==> config.mk <==
export PLATFORM = sky130hd
export DESIGN_NAME = sensor_reply_field_extractor_unit
export DESIGN_NICKNAME = d
export VERILOG_FILES = /design/src/rtl/srfe_pkg.sv /design/src/rtl/srfe_token_acc.sv /design/src/rtl/sensor_reply_field_extractor_unit.sv
export SDC_FILE = /design/constraint.sdc
export NUM_CORES = 1
export LEC_CHECK = 0
export ABC_AREA = 0
export BUFFER_PORTS_ARGS = -buffer_cell sky130_fd_sc_hd__buf_2
export CORE_MARGIN = 2
export CORE_UTILIZATION = 35
export CTS_BUF_LIST = sky130_fd_sc_hd__clkbuf_8
export CTS_CLUSTER_DIAMETER = 60
export DETAILED_ROUTE_END_ITERATION = 8
export GPL_TIMING_DRIVEN = 1
export PLACE_DENSITY_LB_ADDON = 0.25
export SLEW_MARGIN = 20
export SYNTH_ARGS = -nofsm -noshare
export SYNTH_HDL_FRONTEND = slang
export SYNTH_SLANG_ARGS = --single-unit
==> constraint.sdc <==
create_clock -name i_clk -period 27.2 [get_ports i_clk]
set_clock_uncertainty 0.05 [all_clocks]
set_input_delay 4.08 -clock i_clk [delete_from_list [all_inputs] [get_ports i_clk]]
set_output_delay 4.08 -clock i_clk [all_outputs]
set_load 0.03 [all_outputs]
==> src/rtl/srfe_pkg.sv <==
// ----------------------------------------------------------------------------
// srfe_pkg
// Types, codes and constants shared by the sensor reply field extractor.
// ----------------------------------------------------------------------------
package srfe_pkg;

    localparam int LINE_BYTES_MAX_DEF = 128;

    localparam int MAG_W     = 31;
    localparam int TOKEN_W   = 7;
    localparam int FIELD_W   = 6;
    localparam int MAXLEN_W  = 8;
    localparam int TICK_W    = 16;
    localparam int CFG_IDX_W = 3;
    localparam int CFG_DAT_W = 16;

    localparam logic [MAG_W-1:0]   MAG_MAX   = {MAG_W{1'b1}};
    localparam logic [TOKEN_W-1:0] TOKEN_SAT = 7'd64;

    // Register indexes of the configuration port.
    localparam logic [CFG_IDX_W-1:0] CFG_TEMP_FIELD = 3'd0;
    localparam logic [CFG_IDX_W-1:0] CFG_OXY_FIELD  = 3'd1;
    localparam logic [CFG_IDX_W-1:0] CFG_PH_FIELD   = 3'd2;
    localparam logic [CFG_IDX_W-1:0] CFG_MAX_LINE   = 3'd3;
    localparam logic [CFG_IDX_W-1:0] CFG_TIMEOUT    = 3'd4;

    localparam logic [FIELD_W-1:0]  RST_TEMP_FIELD = 6'd8;
    localparam logic [FIELD_W-1:0]  RST_OXY_FIELD  = 6'd9;
    localparam logic [FIELD_W-1:0]  RST_PH_FIELD   = 6'd17;
    localparam logic [MAXLEN_W-1:0] RST_MAX_LINE   = 8'd128;
    localparam logic [TICK_W-1:0]   RST_TIMEOUT    = 16'd1500;

    localparam logic CMD_BYTE = 1'b0;
    localparam logic CMD_TICK = 1'b1;

    localparam logic [1:0] ST_COMPLETE = 2'd0;
    localparam logic [1:0] ST_TOO_LONG = 2'd1;
    localparam logic [1:0] ST_TIMEOUT  = 2'd2;

    localparam logic [7:0] CHAR_SPACE = 8'h20;
    localparam logic [7:0] CHAR_CR    = 8'h0D;
    localparam logic [7:0] CHAR_LF    = 8'h0A;
    localparam logic [7:0] CHAR_PLUS  = 8'h2B;
    localparam logic [7:0] CHAR_MINUS = 8'h2D;
    localparam logic [7:0] CHAR_ZERO  = 8'h30;
    localparam logic [7:0] CHAR_NINE  = 8'h39;

    typedef struct packed {
        logic sign;
        logic started;
        logic stopped;
    } t_tok_flags;

    typedef struct packed {
        logic       cmd;
        logic [7:0] rx_byte;
    } t_in_item;

    typedef struct packed {
        logic signed [31:0] temperature_raw;
        logic signed [31:0] oxygen_raw;
        logic signed [31:0] ph_raw;
        logic               temperature_found;
        logic               oxygen_found;
        logic               ph_found;
        logic [1:0]         line_status;
    } t_out_item;

endpackage

==> src/rtl/srfe_token_acc.sv <==
// ----------------------------------------------------------------------------
// srfe_token_acc
// Next magnitude and flags of the current token for one non-separator byte.
// ----------------------------------------------------------------------------
module srfe_token_acc
    import srfe_pkg::*;
(
    input  logic [7:0]       i_byte,
    input  logic [MAG_W-1:0] i_acc,
    input  t_tok_flags       i_flags,
    output logic [MAG_W-1:0] o_acc,
    output t_tok_flags       o_flags
);

    logic             is_sign;
    logic             is_digit;
    logic [3:0]       digit;
    logic [MAG_W+3:0] acc_wide;
    logic [MAG_W+3:0] prod;

    assign is_sign  = (i_byte == CHAR_PLUS) || (i_byte == CHAR_MINUS);
    assign is_digit = (i_byte >= CHAR_ZERO) && (i_byte <= CHAR_NINE);
    assign digit    = 4'(i_byte - CHAR_ZERO);
    assign acc_wide = {4'b0000, i_acc};
    // Times ten as two shifted copies.
    assign prod     = (acc_wide << 3) + (acc_wide << 1) + {{MAG_W{1'b0}}, digit};

    always_comb begin
        o_acc   = i_acc;
        o_flags = i_flags;
        if (!i_flags.stopped) begin
            if (is_sign && !i_flags.started) begin
                o_flags.sign    = (i_byte == CHAR_MINUS);
                o_flags.started = 1'b1;
            end else if (is_digit) begin
                o_acc = (prod > {4'b0000, MAG_MAX}) ? MAG_MAX : prod[MAG_W-1:0];
                o_flags.started = 1'b1;
            end else begin
                o_flags.started = 1'b1;
                o_flags.stopped = 1'b1;
            end
        end
    end

endmodule

==> src/rtl/sensor_reply_field_extractor_unit.sv <==
// ----------------------------------------------------------------------------
// sensor_reply_field_extractor_unit
// Splits instrument reply lines into tokens and reports three numeric fields.
// ----------------------------------------------------------------------------
//  channel  | direction | handshake                 | payload
//  ---------+-----------+---------------------------+--------------------------
//  in       | input     | i_in_valid / o_in_stall   | i_in_data  (t_in_item)
//  out      | output    | o_out_valid / i_out_stall | o_out_data (t_out_item)
//  cfg      | input     | i_cfg_valid / o_cfg_ready | i_cfg_index, i_cfg_data
//
// One item is taken per cycle; line state updates in the cycle of acceptance.
// A result appears on the output register in the cycle after the item that ends
// the line. Input stalls only while a held result is itself stalled.
// Reset is synchronous and restores the register defaults and an empty line.
// ----------------------------------------------------------------------------
module sensor_reply_field_extractor_unit
    import srfe_pkg::*;
#(
    parameter int LINE_BYTES_MAX = LINE_BYTES_MAX_DEF
) (
    input  logic                 i_clk,
    input  logic                 i_rst_n,
    input  logic                 i_in_valid,
    output logic                 o_in_stall,
    input  t_in_item             i_in_data,
    output logic                 o_out_valid,
    input  logic                 i_out_stall,
    output t_out_item            o_out_data,
    input  logic                 i_cfg_valid,
    output logic                 o_cfg_ready,
    input  logic [CFG_IDX_W-1:0] i_cfg_index,
    input  logic [CFG_DAT_W-1:0] i_cfg_data
);

    localparam int CNT_W = $clog2(LINE_BYTES_MAX + 1);

    logic [FIELD_W-1:0]  r_pos [3];
    logic [MAXLEN_W-1:0] r_max_line;
    logic [TICK_W-1:0]   r_timeout;

    logic [TOKEN_W-1:0]  r_token, n_token;
    logic [CNT_W-1:0]    r_byte_cnt, n_byte_cnt;
    logic [TICK_W-1:0]   r_tick_cnt, n_tick_cnt;
    logic [MAG_W-1:0]    r_acc, n_acc;
    t_tok_flags          r_flags, n_flags;
    logic [31:0]         r_fval [3];
    logic [31:0]         n_fval [3];
    logic [2:0]          r_ffound, n_ffound;
    logic                r_out_valid;
    t_out_item           r_out;

    logic                in_acc;
    logic                emit;
    logic                end_tok;
    logic [1:0]          status;
    logic [CNT_W-1:0]    limit;
    logic [CNT_W:0]      byte_next;
    logic [TICK_W:0]     tick_next;
    logic                is_sep;
    logic [31:0]         sval;
    logic [31:0]         fval_end [3];
    logic [2:0]          ffound_end;
    logic [MAG_W-1:0]    tok_acc;
    t_tok_flags          tok_flags;
    logic [31:0]         res_val [3];

    srfe_token_acc u_token_acc (
        .i_byte  (i_in_data.rx_byte),
        .i_acc   (r_acc),
        .i_flags (r_flags),
        .o_acc   (tok_acc),
        .o_flags (tok_flags)
    );

    assign o_in_stall  = r_out_valid && i_out_stall;
    assign in_acc      = i_in_valid && !o_in_stall;
    assign o_cfg_ready = 1'b1;
    assign o_out_valid = r_out_valid;
    assign o_out_data  = r_out;

    assign limit = ({1'b0, r_max_line} > (MAXLEN_W + 1)'(LINE_BYTES_MAX))
                 ? CNT_W'(LINE_BYTES_MAX) : r_max_line[CNT_W-1:0];
    assign byte_next = {1'b0, r_byte_cnt} + 1'b1;
    assign tick_next = {1'b0, r_tick_cnt} + 1'b1;
    assign is_sep    = (i_in_data.rx_byte == CHAR_SPACE) || (i_in_data.rx_byte == CHAR_LF);
    assign sval      = r_flags.sign ? (32'd0 - {1'b0, r_acc}) : {1'b0, r_acc};

    // Field values as they stand once the current token is closed.
    always_comb begin
        for (int f = 0; f < 3; f++) begin
            if ({1'b0, r_pos[f]} == r_token) begin
                fval_end[f]   = sval;
                ffound_end[f] = 1'b1;
            end else begin
                fval_end[f]   = r_fval[f];
                ffound_end[f] = r_ffound[f];
            end
        end
    end

    always_comb begin
        n_token    = r_token;
        n_byte_cnt = r_byte_cnt;
        n_tick_cnt = r_tick_cnt;
        n_acc      = r_acc;
        n_flags    = r_flags;
        n_fval     = r_fval;
        n_ffound   = r_ffound;
        emit       = 1'b0;
        end_tok    = 1'b0;
        status     = ST_COMPLETE;
        if (in_acc) begin
            if (i_in_data.cmd == CMD_TICK) begin
                if (tick_next > {1'b0, r_timeout}) begin
                    emit   = 1'b1;
                    status = ST_TIMEOUT;
                end else begin
                    n_tick_cnt = tick_next[TICK_W-1:0];
                end
            end else if (i_in_data.rx_byte == CHAR_CR) begin
                end_tok = 1'b1;
                emit    = 1'b1;
                status  = ST_COMPLETE;
            end else begin
                n_byte_cnt = byte_next[CNT_W-1:0];
                if (byte_next >= {1'b0, limit}) begin
                    emit   = 1'b1;
                    status = ST_TOO_LONG;
                end else if (is_sep) begin
                    end_tok = 1'b1;
                end else begin
                    n_acc   = tok_acc;
                    n_flags = tok_flags;
                end
            end
        end
        if (end_tok) begin
            n_fval   = fval_end;
            n_ffound = ffound_end;
            n_token  = (r_token < TOKEN_SAT) ? r_token + 1'b1 : r_token;
            n_acc    = '0;
            n_flags  = '0;
        end
        // Every result starts a fresh line.
        if (emit) begin
            n_token    = '0;
            n_byte_cnt = '0;
            n_tick_cnt = '0;
            n_acc      = '0;
            n_flags    = '0;
            n_ffound   = '0;
            for (int f = 0; f < 3; f++) begin
                n_fval[f] = '0;
            end
        end
    end

    always_comb begin
        for (int f = 0; f < 3; f++) begin
            res_val[f] = end_tok ? fval_end[f] : r_fval[f];
        end
    end

    always_ff @(posedge i_clk) begin
        if (!i_rst_n) begin
            r_pos[0]    <= RST_TEMP_FIELD;
            r_pos[1]    <= RST_OXY_FIELD;
            r_pos[2]    <= RST_PH_FIELD;
            r_max_line  <= RST_MAX_LINE;
            r_timeout   <= RST_TIMEOUT;
            r_token     <= '0;
            r_byte_cnt  <= '0;
            r_tick_cnt  <= '0;
            r_acc       <= '0;
            r_flags     <= '0;
            r_ffound    <= '0;
            r_out_valid <= 1'b0;
            for (int f = 0; f < 3; f++) begin
                r_fval[f] <= '0;
            end
        end else begin
            if (i_cfg_valid && o_cfg_ready) begin
                unique case (i_cfg_index)
                    CFG_TEMP_FIELD: r_pos[0]   <= i_cfg_data[FIELD_W-1:0];
                    CFG_OXY_FIELD:  r_pos[1]   <= i_cfg_data[FIELD_W-1:0];
                    CFG_PH_FIELD:   r_pos[2]   <= i_cfg_data[FIELD_W-1:0];
                    CFG_MAX_LINE:   r_max_line <= i_cfg_data[MAXLEN_W-1:0];
                    CFG_TIMEOUT:    r_timeout  <= i_cfg_data[TICK_W-1:0];
                    default: ;
                endcase
            end
            r_token    <= n_token;
            r_byte_cnt <= n_byte_cnt;
            r_tick_cnt <= n_tick_cnt;
            r_acc      <= n_acc;
            r_flags    <= n_flags;
            r_fval     <= n_fval;
            r_ffound   <= n_ffound;
            if (emit) begin
                r_out_valid <= 1'b1;
            end else if (!i_out_stall) begin
                r_out_valid <= 1'b0;
            end
        end
    end

    always_ff @(posedge i_clk) begin
        if (emit) begin
            r_out.temperature_raw   <= res_val[0];
            r_out.oxygen_raw        <= res_val[1];
            r_out.ph_raw            <= res_val[2];
            r_out.temperature_found <= end_tok ? ffound_end[0] : r_ffound[0];
            r_out.oxygen_found      <= end_tok ? ffound_end[1] : r_ffound[1];
            r_out.ph_found          <= end_tok ? ffound_end[2] : r_ffound[2];
            r_out.line_status       <= status;
        end
    end

    a_clear_after_result: assert property (@(posedge i_clk) disable iff (!i_rst_n)
        emit |=> (r_token == '0) && (r_byte_cnt == '0) && (r_tick_cnt == '0)
                 && (r_ffound == '0))
        else $error("line state not cleared after a result");

    a_byte_cnt_bound: assert property (@(posedge i_clk) disable iff (!i_rst_n)
        {1'b0, r_byte_cnt} < (CNT_W + 1)'(LINE_BYTES_MAX))
        else $error("byte count reached the line limit without a result");

    a_token_sat: assert property (@(posedge i_clk) disable iff (!i_rst_n)
        r_token <= TOKEN_SAT)
        else $error("token index beyond saturation");

    a_status_legal: assert property (@(posedge i_clk) disable iff (!i_rst_n)
        r_out_valid |-> (r_out.line_status == ST_COMPLETE
                         || r_out.line_status == ST_TOO_LONG
                         || r_out.line_status == ST_TIMEOUT))
        else $error("illegal line status on a result");

endmodule

==> reports/metrics.cfg <==
[outcome]
run_status=complete, no violations

[floorplan]
row_count=75
die_width_microns=210
die_h_microns=210
fp.dieArea_sq_mm=0.0440
start_util_pct=35.4
core_sq_mm=0.0419
io_pins=137

[synthesis]
yosysMostFrequentCell=dfxtp_1
synthArstFlopShare_pct=0
synth_edf_count=119
synth.distinct_cells=66
synthMuxAreaShare_pct=0.726
synth_xor_area_share_pct=6.98
synth_compound_area_share_pct=15.3
synthAdderAreaFrac_pct=7.79
synthTopCellsByCount=dfxtp_1, nor2_1, a21oi_1
synth-warning-count=0
synth.yosys.seq_area_share_pct=49.7
syn_nets=1609
syn_inst=1485
synth_ff_type=dfxtp_1
avgSynthCellArea_sq_um=9.98
yosys.area.top_type=dfxtp_1
ys_top_cells_by_area=dfxtp_1, edfxtp_1, ha_1
ys_ff_latch=308
netlist.area_leader.share_pct=25.5
synth_top_family_by_area=simple AND/OR/NAND/NOR gates
synthSimpleGateAreaFrac_pct=16.5
syn_area_sq_mm=0.0148

[clocking]
clockBufferDepth=3
cts_repair_resize_count=0
cts_root_buffer=clkbuf_8
post_cts_buffers=0
htree_num_levels=2
path_clk_slew_ns=0.06
cts_tree=built
cts_made_buffers=54
ctsHoldBuffers=0
insertion_delay_ns=0.64
clkSinkCount=308

[routing]
ant_nets=0
drc_errors=0
via_per_inst=5.01
vias=11031
routedWlPerCell_microns=16.1
drtIter0Drc=483
wirelength_mm=35.4
drt_pass1_iterations=5

[grt]
grt_max_degree=88
grtUsageTotal_pct=16.0
grt_pass1_wl_mm=56.3
grt-ovfl-total=0
antenna_found_initial=1
grt_pass1_vias=10681

[power]
clock_power_share_pct=46.1
p_comb_share_pct=4.7
switchingPower_mw=0.235
p_int_mw=0.760
power.density_mw_per_mm2=57.8
peakVddDrop_mv=0.0345
seq_power_share_pct=49.2
swShare_pct=23.6
cellLeakagePower_nw=7.18

[worst_hold_path]
min_path_cells=2
min_from=r_max_line[0]
worstHoldPathType=reg -> reg
whs_endpoint=r_max_line[0]

[timing]
worst_slew_pin_slew_ns=1.03
max_freq_ghz=0.116
final.setup.tns_ns=0
maxSlewHeadroom_pct=31.4
fin_crit_sh_pct=31.8
drv_slew=0
fin_crit_ns=8.65
hold_viol=0
setup_viol=0
rsz0062_at_grt=no

[cells_and_area]
final_nets=1742
layout-drive-gt1-share_pct=16.4
final_cells=2203
synthToLayoutAreaGrowth_pct=16.3
antenna_cells=0
utilization_pct=41.2
num-fill-cells=4114

[worst_setup_path]
cp.arrival_ns=4.52
startpoint_type=input pin
reg2reg_setup_slack_ns=22.13
path_max_fanout=4
r2r_start=r_tick_cnt[0]
worstPathRequired_ns=23.07
critPathKind=in -> out
r2r_end=r_fval[60]
endpoint_kind=output pin
reg2regPathDepth=16

[flow_run]
cap_violations=0

[placement]
dp.final_hpwl_mm=24.3
io_buffer_count=135
globalplace.congestion=0.854
placed_cells=2101

-- area by class of cell --
type,count,area [sq um],share of cell area (%)
clock buffers,70,963,5.59
multi-input cells,1065,7070,41.0
repair buffers,151,796,4.62
clock inverters,32,229,1.33
flip-flops and latches,308,7360,42.7
well taps,539,674,3.91
inverters,38,143,0.828
-- sequential cells by signal (all words and copies together), names as in the netlist --
register     cells
r_fval          96
r_tick_cnt      16
r_timeout       16
r_ffound         3
r_byte_cnt       8
o_out_valid      1
r_token          7
r_acc           31
r_max_line       8
o_out_data     101
r_pos           18
r_flags          3
-- through the flow --
step	power, mW	area [sq um]	setup slack [ns]	hold WS, ns
5_1_grt	1.04	17200	18.50	0.436
2_1_floorplan	0.531	14800	14.06	0.382
3_3_place_gp	0.546	16000	18.56	0.403
6_report	0.995	17200	18.55	0.413
4_1_cts	1.01	17200	18.55	0.416
3_5_place_dp	0.547	16000	18.55	0.406
-- power by group through the flow --
stage / logic (mW) / registers (mW) / clock network (mW)
global placement: 0.0465 / 0.500 / 0
CTS: 0.0473 / 0.490 / 0.474
detailed placement: 0.0472 / 0.500 / 0
finish: 0.0465 / 0.490 / 0.459
floorplan: 0.0229 / 0.508 / 0
global route: 0.0514 / 0.490 / 0.494
-- worst max-delay path by stage --
stage | endpoint | startpoint
2_1_floorplan | o_out_data[0] | i_in_data[4]
3_3_place_gp | o_in_stall | i_out_stall
3_5_place_dp | o_in_stall | i_out_stall
4_1_cts | o_in_stall | i_out_stall
5_1_grt | o_in_stall | i_out_stall
6_report | o_in_stall | i_out_stall
-- layout by cell type (no fill, tap or decap), drive strengths merged, types with 4 or more instances in the layout --
cell type,count
dfxtp,189
nor2,169
buf,151
a21oi,139
edfxtp,119
nand2,101
nor2b,95
ha,89
clkbuf,70
o21a,66
xnor2,62
xor2,56
inv,48
o21ai,41
nand3,23
a21boi,20
nand4,19
and3,18
clkinv,17
a21o,15
nor3,14
a211oi,14
o211ai,13
or3,12
nor4,11
o31ai,10
and2,8
nand2b,7
or2,7
mux2,6
o41ai,6
mux2i,4
or4,4
-- kinds of logic after synthesis --
| logic type | Yosys count |
|---|---|
| AOI/OAI and AO/OA | 350 |
| and+or+nand+nor | 495 |
| other | 1 |
| muxes | 10 |
| adders and majority gates | 91 |
| DFF | 308 |
| buffers and inverters | 112 |
| xor gates and xnor gates | 118 |
-- per-layer routing --
metal	vias to the layer above	track usage, %	routed length (microns)	part of all wire [%]
met5	-	0	0	0
met4	0	4.89	769	2.2
met3	65	3.32	1550	4.4
met2	229	26.1	16200	46
met1	5241	21.4	16900	48
li1	5496	-	-	-
-- critical path, cell delays in order --
cell and delay, ns:
buf_2 0.09, nand2_1 0.10, inv_1 0.07, buf_2 0.17
No activity file was read; power rests on OpenSTA's default activity.
